**config.mk**
```make
export PLATFORM = sky130hd
export DESIGN_NAME = pot_average_dimmer_control_top
export DESIGN_NICKNAME = d
export VERILOG_FILES = /design/src/pdc_pkg.sv /design/src/pot_average_dimmer_control_top.sv
export VERILOG_INCLUDE_DIRS = /design/src /design/src/src
export SDC_FILE = /design/constraint.sdc
export NUM_CORES = 1
export LEC_CHECK = 0
export ABC_AREA = 1
export BUFFER_PORTS_ARGS = -buffer_cell sky130_fd_sc_hd__buf_2
export CAP_MARGIN = 0
export CORE_MARGIN = 2
export CORE_UTILIZATION = 60
export CTS_CLUSTER_SIZE = 14
export DETAILED_ROUTE_END_ITERATION = 12
export PLACE_DENSITY = 0.78
export SLEW_MARGIN = 25
export SYNTH_ARGS = -nofsm -noshare
export SYNTH_HDL_FRONTEND = slang
export SYNTH_SLANG_ARGS = --single-unit
```
**constraint.sdc**
```tcl
create_clock -name aclk -period 19.96 [get_ports aclk]
set_input_delay 0.998 -clock aclk [delete_from_list [all_inputs] [get_ports aclk]]
set_output_delay 0.998 -clock aclk [all_outputs]
set_load 0.02 [all_outputs]
```
**src/pot_average_dimmer_control_top_assert.svh**
```systemverilog
// Assertion macros for the potentiometer dimmer control block.
// Included by the top level; the macros compile to nothing under SYNTHESIS.
`ifndef POT_AVERAGE_DIMMER_CONTROL_TOP_ASSERT_SVH
`define POT_AVERAGE_DIMMER_CONTROL_TOP_ASSERT_SVH

`ifndef SYNTHESIS

`define PDC_ASSERT_IMPLIES(label, clk, rstn, ante, cons) \
    label: assert property (@(posedge clk) disable iff (!(rstn)) (ante) |-> (cons)) \
        else $error("pdc assertion failed");

`define PDC_ASSERT_NEXT(label, clk, rstn, ante, cons) \
    label: assert property (@(posedge clk) disable iff (!(rstn)) (ante) |=> (cons)) \
        else $error("pdc assertion failed");

`else

`define PDC_ASSERT_IMPLIES(label, clk, rstn, ante, cons)
`define PDC_ASSERT_NEXT(label, clk, rstn, ante, cons)

`endif

`endif

```
**src/pdc_pkg.sv**
```systemverilog
// Shared types and constants for the potentiometer dimmer control block.
// No dependencies.
package pdc_pkg;

    localparam int SAMPLE_W = 10;
    localparam int LEVEL_W  = 7;
    localparam int CFG_W    = 7;
    localparam int CFG_ADDR_W = 1;

    // Full scale of the converter must be 2**SAMPLE_W - 1 for the level division.
    localparam int ADC_FULL_SCALE = 2**SAMPLE_W - 1;
    localparam int LEVEL_SCALE    = 100;
    localparam int PROD_W         = SAMPLE_W + LEVEL_W;

    localparam logic [CFG_ADDR_W-1:0] CFG_CHANGE_THR = 1'd0;
    localparam logic [CFG_ADDR_W-1:0] CFG_OFF_THR    = 1'd1;

    localparam logic [CFG_W-1:0] CHANGE_THR_RESET = 7'd2;
    localparam logic [CFG_W-1:0] OFF_THR_RESET    = 7'd5;

    typedef enum logic [1:0] {
        ACT_NONE   = 2'd0,
        ACT_OFF    = 2'd1,
        ACT_ON_SET = 2'd2,
        ACT_SET    = 2'd3
    } action_t;

endpackage

```
**src/pot_average_dimmer_control_top.sv**
```systemverilog
// Potentiometer dimmer control: moving average over a window of samples, level mapping
// and change-threshold decision. Depends on pdc_pkg and the assertion macro header.
// A result passes through three register stages after its request is accepted:
// window sum, reciprocal divide, level decision. Throughput: one request per cycle while
// m_tready does not stall the output. Reset (aresetn, synchronous, active low) empties the
// pipeline, unprimes the window and restores the register defaults.
`include "pot_average_dimmer_control_top_assert.svh"

module pot_average_dimmer_control_top #(
    parameter int WINDOW_LEN = 8
) (
    input  logic                            aclk,
    input  logic                            aresetn,

    input  logic                            cfg_we,
    input  logic [pdc_pkg::CFG_ADDR_W-1:0]  cfg_addr,
    input  logic [pdc_pkg::CFG_W-1:0]       cfg_wdata,

    input  logic                            s_tvalid,
    output logic                            s_tready,
    input  logic [15:0]                     s_tdata,   // [9:0] sample
    input  logic                            s_tuser,   // [0] light_on

    output logic                            m_tvalid,
    input  logic                            m_tready,
    output logic [7:0]                      m_tdata,   // [6:0] level
    output logic [1:0]                      m_tuser    // [1:0] action
);

    localparam int SAMPLE_W = pdc_pkg::SAMPLE_W;
    localparam int LEVEL_W  = pdc_pkg::LEVEL_W;
    localparam int PROD_W   = pdc_pkg::PROD_W;
    localparam int SUM_W    = $clog2(WINDOW_LEN * pdc_pkg::ADC_FULL_SCALE + 1);
    localparam int MUL_W    = 2 * SUM_W;
    // floor(2**SUM_W / WINDOW_LEN) underestimates the quotient by at most one.
    localparam logic [SUM_W-1:0] RECIP = SUM_W'((2**SUM_W) / WINDOW_LEN);
    localparam logic [LEVEL_W-1:0]  LEVEL_MAX = LEVEL_W'(pdc_pkg::LEVEL_SCALE);
    localparam logic [SAMPLE_W-1:0] AVG_MAX   = SAMPLE_W'(pdc_pkg::ADC_FULL_SCALE);

    // Configuration registers.
    logic [pdc_pkg::CFG_W-1:0] change_thr_reg;
    logic [pdc_pkg::CFG_W-1:0] off_thr_reg;

    always_ff @(posedge aclk) begin
        if (!aresetn) begin
            change_thr_reg <= pdc_pkg::CHANGE_THR_RESET;
            off_thr_reg    <= pdc_pkg::OFF_THR_RESET;
        end else if (cfg_we) begin
            unique case (cfg_addr)
                pdc_pkg::CFG_CHANGE_THR: change_thr_reg <= cfg_wdata;
                pdc_pkg::CFG_OFF_THR:    off_thr_reg    <= cfg_wdata;
                default: ;
            endcase
        end
    end

    // Pipeline control: each stage advances when the one after it can take data.
    logic v1_reg, v2_reg, m_valid_reg;
    logic en_out, en2, en1, accept;

    assign en_out   = !m_valid_reg || m_tready;
    assign en2      = !v2_reg || en_out;
    assign en1      = !v1_reg || en2;
    assign s_tready = en1;
    assign accept   = s_tvalid && en1;

    // Stage 1: window shift line and running sum.
    logic [SAMPLE_W-1:0] sample_in;
    logic [SAMPLE_W-1:0] tap_reg [WINDOW_LEN];
    logic [SUM_W-1:0]    sum_reg, sum_next;
    logic                primed_reg;
    logic                on1_reg, on2_reg;

    assign sample_in = s_tdata[SAMPLE_W-1:0];

    always_comb begin
        if (primed_reg) begin
            sum_next = sum_reg - SUM_W'(tap_reg[WINDOW_LEN-1]) + SUM_W'(sample_in);
        end else begin
            // The first sample fills the whole window.
            sum_next = SUM_W'(sample_in) * SUM_W'(WINDOW_LEN);
        end
    end

    always_ff @(posedge aclk) begin
        if (!aresetn) begin
            v1_reg     <= 1'b0;
            primed_reg <= 1'b0;
            sum_reg    <= '0;
        end else if (en1) begin
            v1_reg <= accept;
            if (accept) begin
                primed_reg <= 1'b1;
                sum_reg    <= sum_next;
            end
        end
    end

    always_ff @(posedge aclk) begin
        if (accept) begin
            on1_reg    <= s_tuser;
            tap_reg[0] <= sample_in;
            for (int i = 1; i < WINDOW_LEN; i++) begin
                tap_reg[i] <= primed_reg ? tap_reg[i-1] : sample_in;
            end
        end
    end

    // Stage 2: average by reciprocal multiply with one correction step.
    logic [MUL_W-1:0]    prod;
    logic [SUM_W-1:0]    quot_est, quot_mul, quot_rem, quot;
    logic [SAMPLE_W-1:0] avg_reg;

    always_comb begin
        prod     = MUL_W'(sum_reg) * MUL_W'(RECIP);
        quot_est = prod[MUL_W-1:SUM_W];
        quot_mul = quot_est * SUM_W'(WINDOW_LEN);
        quot_rem = sum_reg - quot_mul;
        quot     = quot_est + SUM_W'(quot_rem >= SUM_W'(WINDOW_LEN));
    end

    always_ff @(posedge aclk) begin
        if (!aresetn) begin
            v2_reg <= 1'b0;
        end else if (en2) begin
            v2_reg <= v1_reg;
        end
    end

    always_ff @(posedge aclk) begin
        if (en2 && v1_reg) begin
            avg_reg <= quot[SAMPLE_W-1:0];
            on2_reg <= on1_reg;
        end
    end

    // Stage 3: level = avg * 100 / 1023, then the change-threshold decision.
    logic [PROD_W-1:0]   scaled;
    logic [LEVEL_W-1:0]  lvl_est, lvl, diff;
    logic [SAMPLE_W:0]   lvl_rem;
    logic [LEVEL_W-1:0]  last_level_reg;
    logic                take;
    pdc_pkg::action_t    action_next, action_reg;

    always_comb begin
        scaled  = PROD_W'(avg_reg) * PROD_W'(pdc_pkg::LEVEL_SCALE);
        // x / (2**n - 1): start from x >> n; the remainder stays below twice the divisor.
        lvl_est = scaled[PROD_W-1:SAMPLE_W];
        lvl_rem = (SAMPLE_W+1)'(scaled[SAMPLE_W-1:0]) + (SAMPLE_W+1)'(lvl_est);
        lvl     = lvl_est + LEVEL_W'(lvl_rem >= (SAMPLE_W+1)'(pdc_pkg::ADC_FULL_SCALE));
        diff    = (lvl >= last_level_reg) ? (lvl - last_level_reg) : (last_level_reg - lvl);
        take    = diff >= change_thr_reg;
    end

    always_comb begin
        action_next = pdc_pkg::ACT_NONE;
        if (take) begin
            if (lvl < off_thr_reg) begin
                action_next = on2_reg ? pdc_pkg::ACT_OFF : pdc_pkg::ACT_NONE;
            end else begin
                action_next = on2_reg ? pdc_pkg::ACT_SET : pdc_pkg::ACT_ON_SET;
            end
        end
    end

    always_ff @(posedge aclk) begin
        if (!aresetn) begin
            m_valid_reg    <= 1'b0;
            last_level_reg <= '0;
            action_reg     <= pdc_pkg::ACT_NONE;
        end else if (en_out) begin
            m_valid_reg <= v2_reg;
            if (v2_reg) begin
                action_reg <= action_next;
                if (take) begin
                    last_level_reg <= lvl;
                end
            end
        end
    end

    assign m_tvalid = m_valid_reg;
    assign m_tuser  = action_reg;
    assign m_tdata  = {1'b0, last_level_reg};

    logic out_is_off;
    assign out_is_off = m_valid_reg && (action_reg == pdc_pkg::ACT_OFF);

    `PDC_ASSERT_IMPLIES(a_level_range, aclk, aresetn, m_valid_reg, last_level_reg <= LEVEL_MAX)
    `PDC_ASSERT_IMPLIES(a_off_below_thr, aclk, aresetn, out_is_off, last_level_reg < off_thr_reg)
    `PDC_ASSERT_IMPLIES(a_avg_range, aclk, aresetn, v2_reg, avg_reg <= AVG_MAX)
    `PDC_ASSERT_NEXT(a_accept_primes, aclk, aresetn, accept, v1_reg && primed_reg)

endmodule

```
Word level (Yosys, flattened, before mapping) --
Memory sizes are Yosys's and may differ from the RTL's. Cells that the tools add are included.
Storage, ports and cells: bits in registers 52, RAM bits 80, input bits 30, output and inout bits 12, logic and storage cells 56, memories 1
Cells by class: add/subtract/negate cells 8, multiply operators 1, magnitude comparators 5, muxes and demuxes 15, bitwise gates (word level) 1, reductions and logical operators 13
Memory list:
- tap_reg | depth 8, width 10, rd ports 8, clocked after Yosys merged registers in 0, wr ports 8, RTL line pot_average_dimmer_control_top.sv:69 | logic [SAMPLE_W-1:0] tap_reg [WINDOW_LEN];
Operator list (count):
- 2-to-1 mux 10 bit | 7
- multiplier 10 x 5 -> 15 bit, second input constant | 1
- >= comparator 7 bit | 2
- subtractor 7 bit | 2
- adder 13 x 10 -> 13 bit | 1
- >= comparator 13 x 4 -> 1 bit, second input constant | 1
- 2-to-1 mux 13 bit | 1
- subtractor 13 x 10 -> 13 bit | 1
- subtractor 13 bit | 1
- adder 10 x 7 -> 11 bit | 1
- >= comparator 11 x 10 -> 1 bit, second input constant | 1
- adder 10 x 1 -> 10 bit | 1
- AND reduction 2 bit | 4
- adder 7 x 1 -> 7 bit | 1
- less-than comparator 7 bit | 1
- 2-to-1 mux 7 bit | 1
- 2-to-1 mux 1 bit | 4
- 2-to-1 mux 2 bit | 2
- logical NOT 1 bit | 3
- logical OR 1 bit | 3
- AND reduction 3 bit | 1
- logical AND 1 bit | 2
- NOT 1 bit | 1

Logic depth before layout (Yosys ltp) --
depth in word-level cells 8, mapped depth 51, gate-level depth less buffers 51

Worst setup path before layout --
OpenSTA, ideal clock, no wires.
kind reg-to-reg, start register avg_reg[3], end register last_level_reg[6], library setup time 0.122 ns, arrival 7.318 ns, required time 19.838 ns, path slack 12.520 ns, stages on the path, launching flop included 49, buffers on the path 0, clock period less this slack 7.440 ns, cells stage by stage edfxtp_1 ha_1 ha_1 inv_1 fa_1 inv_1 ha_1 a21o_1 nand3_1 nand3_2 a21oi_2 xor2_2 inv_1 ha_1 nand2_1 and3_1 o21ai_0 nor3_1 [13 not listed] ha_1 a21o_1 a21oi_1 o21ai_0 nand2_1 nand2_2 o21ai_0 xnor2_1 inv_1 ha_1 a21oi_1 o21ai_0 nand4_1 o2111ai_1 nand2_1 clkinv_1 o21ai_0 a21oi_2
Between the ends: longest elaborated chain between the ends 8, elaborated cells on any way between the ends 10, those cells by class add/sub: 4; mul: 1; order compare: 3; mux: 1; reduce/logical: 1
Ends and longest elaborated chain:
- start, declared | RTL line pot_average_dimmer_control_top.sv:112 | logic [SAMPLE_W-1:0] avg_reg;
- start signal, assigned | RTL line pot_average_dimmer_control_top.sv:132 | avg_reg <= quot[SAMPLE_W-1:0];
- multiplier 10 x 5 -> 15 bit * | RTL line pot_average_dimmer_control_top.sv:146 | scaled = PROD_W'(avg_reg) * PROD_W'(pdc_pkg::LEVEL_SCALE);
- adder 10 x 7 -> 11 bit | RTL line pot_average_dimmer_control_top.sv:149 | lvl_rem = (SAMPLE_W+1)'(scaled[SAMPLE_W-1:0]) + (SAMPLE_W+1)'(lvl_est);
- >= comparator 11 x 10 -> 1 bit | RTL line pot_average_dimmer_control_top.sv:150 | lvl = lvl_est + LEVEL_W'(lvl_rem >= (SAMPLE_W+1)'(pdc_pkg::ADC_FULL_SCALE));
- adder 7 x 1 -> 7 bit * | RTL line pot_average_dimmer_control_top.sv:150
- via lvl[4] | RTL line pot_average_dimmer_control_top.sv:139 | logic [LEVEL_W-1:0] lvl_est, lvl, diff;
- subtractor 7 bit or >= comparator 7 bit (tied branches) | RTL line pot_average_dimmer_control_top.sv:151 | diff = (lvl >= last_level_reg) ? (lvl - last_level_reg) : (last_level_reg - lvl);
- 2-to-1 mux 7 bit * | RTL line pot_average_dimmer_control_top.sv:151
- >= comparator 7 bit * | RTL line pot_average_dimmer_control_top.sv:152 | take = diff >= change_thr_reg;
- AND reduction 3 bit (no line) *
- end signal, assigned | RTL line pot_average_dimmer_control_top.sv:176 | last_level_reg <= lvl;
- end, declared | RTL line pot_average_dimmer_control_top.sv:141 | logic [LEVEL_W-1:0] last_level_reg;
The timed path passes the listed nets; every way through them passes the cells marked *. A chain may end at the register's enable or synchronous reset.

Worst setup path in the final report --
start register avg_reg[6], end register last_level_reg[6]
The elaborated chain is that of the path after synthesis.

==> results by group <==
Drt
  – TritonRoute pass-1 iters: 5
  – DR DRC count: 0
  – Routed vias: ~5.8k
  – Routed WL: between 10000 and 15000 µm
  – Wire per inst: roughly 14 µm
  – Post-DRT Antenna Nets: 0
  – Drt via density: 5.27
  – Iter 0 DRT Violations: 364

Layout
  – Fin nets: 1041
  – Final cell count without fillers: 1097
  – Share of layout cells above drive strength 1: 0.105
  – Final Util: 0.688
  – Max reg flops: 80
  – Diode count: 0
  – Commonest non-fill, non-tap cell in the layout: nand2_1
  – Synth-to-Final Area Change: 11.1%
  – Most frequent cells in the layout: 233 x nand2_1, 142 x inv_1, 92 x edfxtp_1, 81 x ha_1, 59 x a21oi_1

Timing
  – Worst-Margin Slew: roughly 0.8 ns
  – Final Hold Vio Count: 0
  – Max_slew headroom: 0.465
  – FMAX: between 100 and 150 MHz
  – RSZ-0062 raised after global routing: no
  – Final setup fails: 0
  – Clock skew: around 0.01 ns
  – Max Slew Vio Count: 0
  – Tmin final: between 8 and 9 ns
  – Setup TNS: 0 ns
  – Tcrit/Tclk final: 0.434

Power
  – Internal power: 672 µW
  – Net Sw Frac: 0.373
  – LEAKAGE: 4.20 nW
  – Power share of the combinational group: 0.425
  – Total power: between 1 and 1.5 mW
  – P_sw: about 400 µW
  – Clock Power Share: 0.262
  – PwrDens: between 100 and 150 nW/µm²
  – VDD IR max: slightly above 0.08 mV
  – Seq pwr share: 0.313

Logic synthesis
  – Main synth FF type: edfxtp_1
  – Synth Instances: approximately 900
  – Average size of a mapped cell: 9.05 µm²
  – Number of synthesized register bits: about 130
  – Post-synthesis net count: 1004
  – Netlist cell types: 42
  – FFs w/ async S/R, synth: 0
  – Syn Std Cell Area: 7920 µm²
  – Post-synth EDFFs: between 90 and 100
  – Sequential cell area fraction in the yosys report: 0.450
  – Ys Warns: 0

Setup path
  – Most frequent CP cell: ha_1
  – CP max-delay cell: fa_1
  – Crit. End Element: flop
  – Reg2Reg Capture Point: last_level_reg[6]
  – Reg-to-Reg Start: avg_reg[6]
  – Arr. time, crit path: 8.97 ns
  – Crit-path max FO: 10
  – Critical path's top delay family: adder cells
  – Worst Setup Start Kind: flop
  – Critical path class: flop to flop
  – FF-to-FF setup slack: 11.29 ns
  – CP Buf/Inv Count: 8
  – Worst Reg2Reg Path Length in Cells: 47
  – CP peak stage delay: slightly below 0.5 ns
  – CP Depth: between 40 and 50
  – Worst EP required: slightly above 20 ns

Clocking
  – H-tree depth: 4
  – # clock sinks: 132
  – Hold-fix buffers, CTS: 0
  – CTS Buf Count: 17
  – Clock Latency Late Sink: approximately 0.42 ns
  – CTS tree: yes
  – Root Driver: clkbuf_16
  – Max clock buf depth: 2
  – CTS resizes: 0
  – Reg clk slew, reported paths: roughly 0.06 ns
  – # Post-CTS Setup Buffers: 0

Place
  – Port Buffer Count: 34
  – GPL Wtd Cong: around 0.9
  – Hpwl dp: 10400 µm
  – Placed cell count: 1065

Global route
  – GRT Residual Overflow: 0
  – First-pass GRT wire length: between 20000 and 30000 µm
  – Total GRT Usage: 0.223
  – Vias in the first global route: 5547
  – Initial antenna violation count: 0
  – Largest net degree at the start of global routing: 93

Floorplanning
  – Initial Utilization: 0.620
  – Die H: ~120 µm
  – Standard-cell rows: slightly above 40
  – Core ar.: between 10000 and 15000 µm²
  – Die X: ~120 µm
  – Boundary Pins: 42
  – Die area: 14100 µm²

Worst hold path
  – Hold endpoint: avg_reg[1]
  – Hold path cells: 0
  – Hold Crit Start: sum_reg[4]
  – Worst Hold Class: flop to flop

Status
  – Status: complete, no violations

Run
  – Max-cap violations: 0
==> metrics by stage <==
stage	setup slack [ns]	cell area, µm²	hold WS (ns)
detailed placement	11.39	8250	0.446
finish	11.29	8790	0.454
CTS	11.32	8790	0.450
global placement	11.52	8250	0.438
floorplan	12.52	7920	0.400
global route	10.52	8790	0.464
==> power by group through the flow <==
| stage | logic, mW | clock network, mW | registers [mW] |
|---|---|---|---|
| 2_1_floorplan | 0.347 | 0 | 0.345 |
| 3_3_place_gp | 0.438 | 0 | 0.340 |
| 3_5_place_dp | 0.448 | 0 | 0.341 |
| 5_1_grt | 0.519 | 0.297 | 0.339 |
| 6_report | 0.455 | 0.280 | 0.336 |
| 4_1_cts | 0.453 | 0.285 | 0.336 |
==> logic make-up after synthesis <==
| group | synth area share |
|---|---|
| flops | 0.450 |
| simple gates | 0.162 |
| compound gates | 0.105 |
| mux | 0.00664 |
| buf+inv | 0.0778 |
| other cells | 0.000474 |
| fa+ha+maj | 0.174 |
| xor+xnor | 0.0239 |
==> how the worst max path moves through the flow <==
stage / from / endpoint / slack [ns]
2_1_floorplan: avg_reg[3] / last_level_reg[6] / 12.52
3_3_place_gp: avg_reg[6] / last_level_reg[6] / 11.52
3_5_place_dp: avg_reg[6] / last_level_reg[6] / 11.39
4_1_cts: avg_reg[3] / last_level_reg[6] / 11.32
5_1_grt: avg_reg[6] / last_level_reg[2] / 10.52
6_report: avg_reg[6] / last_level_reg[6] / 11.29
==> Yosys cell counts (2+ instances only) <==
cell,number,area (µm²)
a211oi_1,4,30.0
a21o_1,4,30.0
a21oi_1,59,295
a21oi_2,3,26.3
a31oi_1,12,75.1
buf_1,4,15.0
clkbuf_1,13,48.8
clkinv_1,2,7.51
dfxtp_1,40,801
edfxtp_1,92,2760
fa_1,18,360
ha_1,81,1010
inv_1,143,537
mux2_2,2,22.5
mux2i_1,3,30.0
nand2_1,233,875
nand2_2,6,37.5
nand3_1,18,90.1
nand3_2,3,30.0
nand4_1,9,56.3
nor2_1,26,97.6
nor2_2,6,37.5
nor3_1,2,10.0
o2111ai_1,2,17.5
o211ai_1,2,15.0
o21ai_0,47,235
o21ai_1,2,10.0
o21bai_1,2,15.0
o221a_2,2,22.5
o221ai_1,4,35.0
or2_2,4,25.0
xnor2_1,7,61.3
xor2_1,9,78.8
xor2_2,3,48.8
==> worst reg2reg max path: cells and delay by family, from the launching register on <==
family / cells / cell delay [ns]
XOR/XNOR: 3 / 0.68
AO/OA/AOI/OAI: 12 / 1.97
adder cells (fa/ha/maj): 9 / 2.82
buffers and inverters: 8 / 0.80
AND/OR/NAND/NOR: 15 / 1.86
flip-flops: 1 / 0.45
==> layout make-up <==
cell class	instances	area, µm²
clock buffer	23	488
timing repair buffer	36	189
tap	172	215
inverter	145	546
sequential	132	3560
fill	967	3980
multi-input combinational	580	3740
clock inverter	9	52.6
==> routing by layer <==
| metal | global-route usage | vias to the layer above | wire length, µm | share of wire |
|---|---|---|---|---|
| met1 | 0.286 | 2669 | 6780 | 0.46 |
| met2 | 0.370 | 123 | 7240 | 0.49 |
| met4 | 0.0900 | 0 | 275 | 0.018 |
| li1 | - | 2963 | - | - |
| met5 | 0 | - | 0 | 0 |
| met3 | 0.0460 | 26 | 590 | 0.040 |
(Power assumes the default switching activity.)
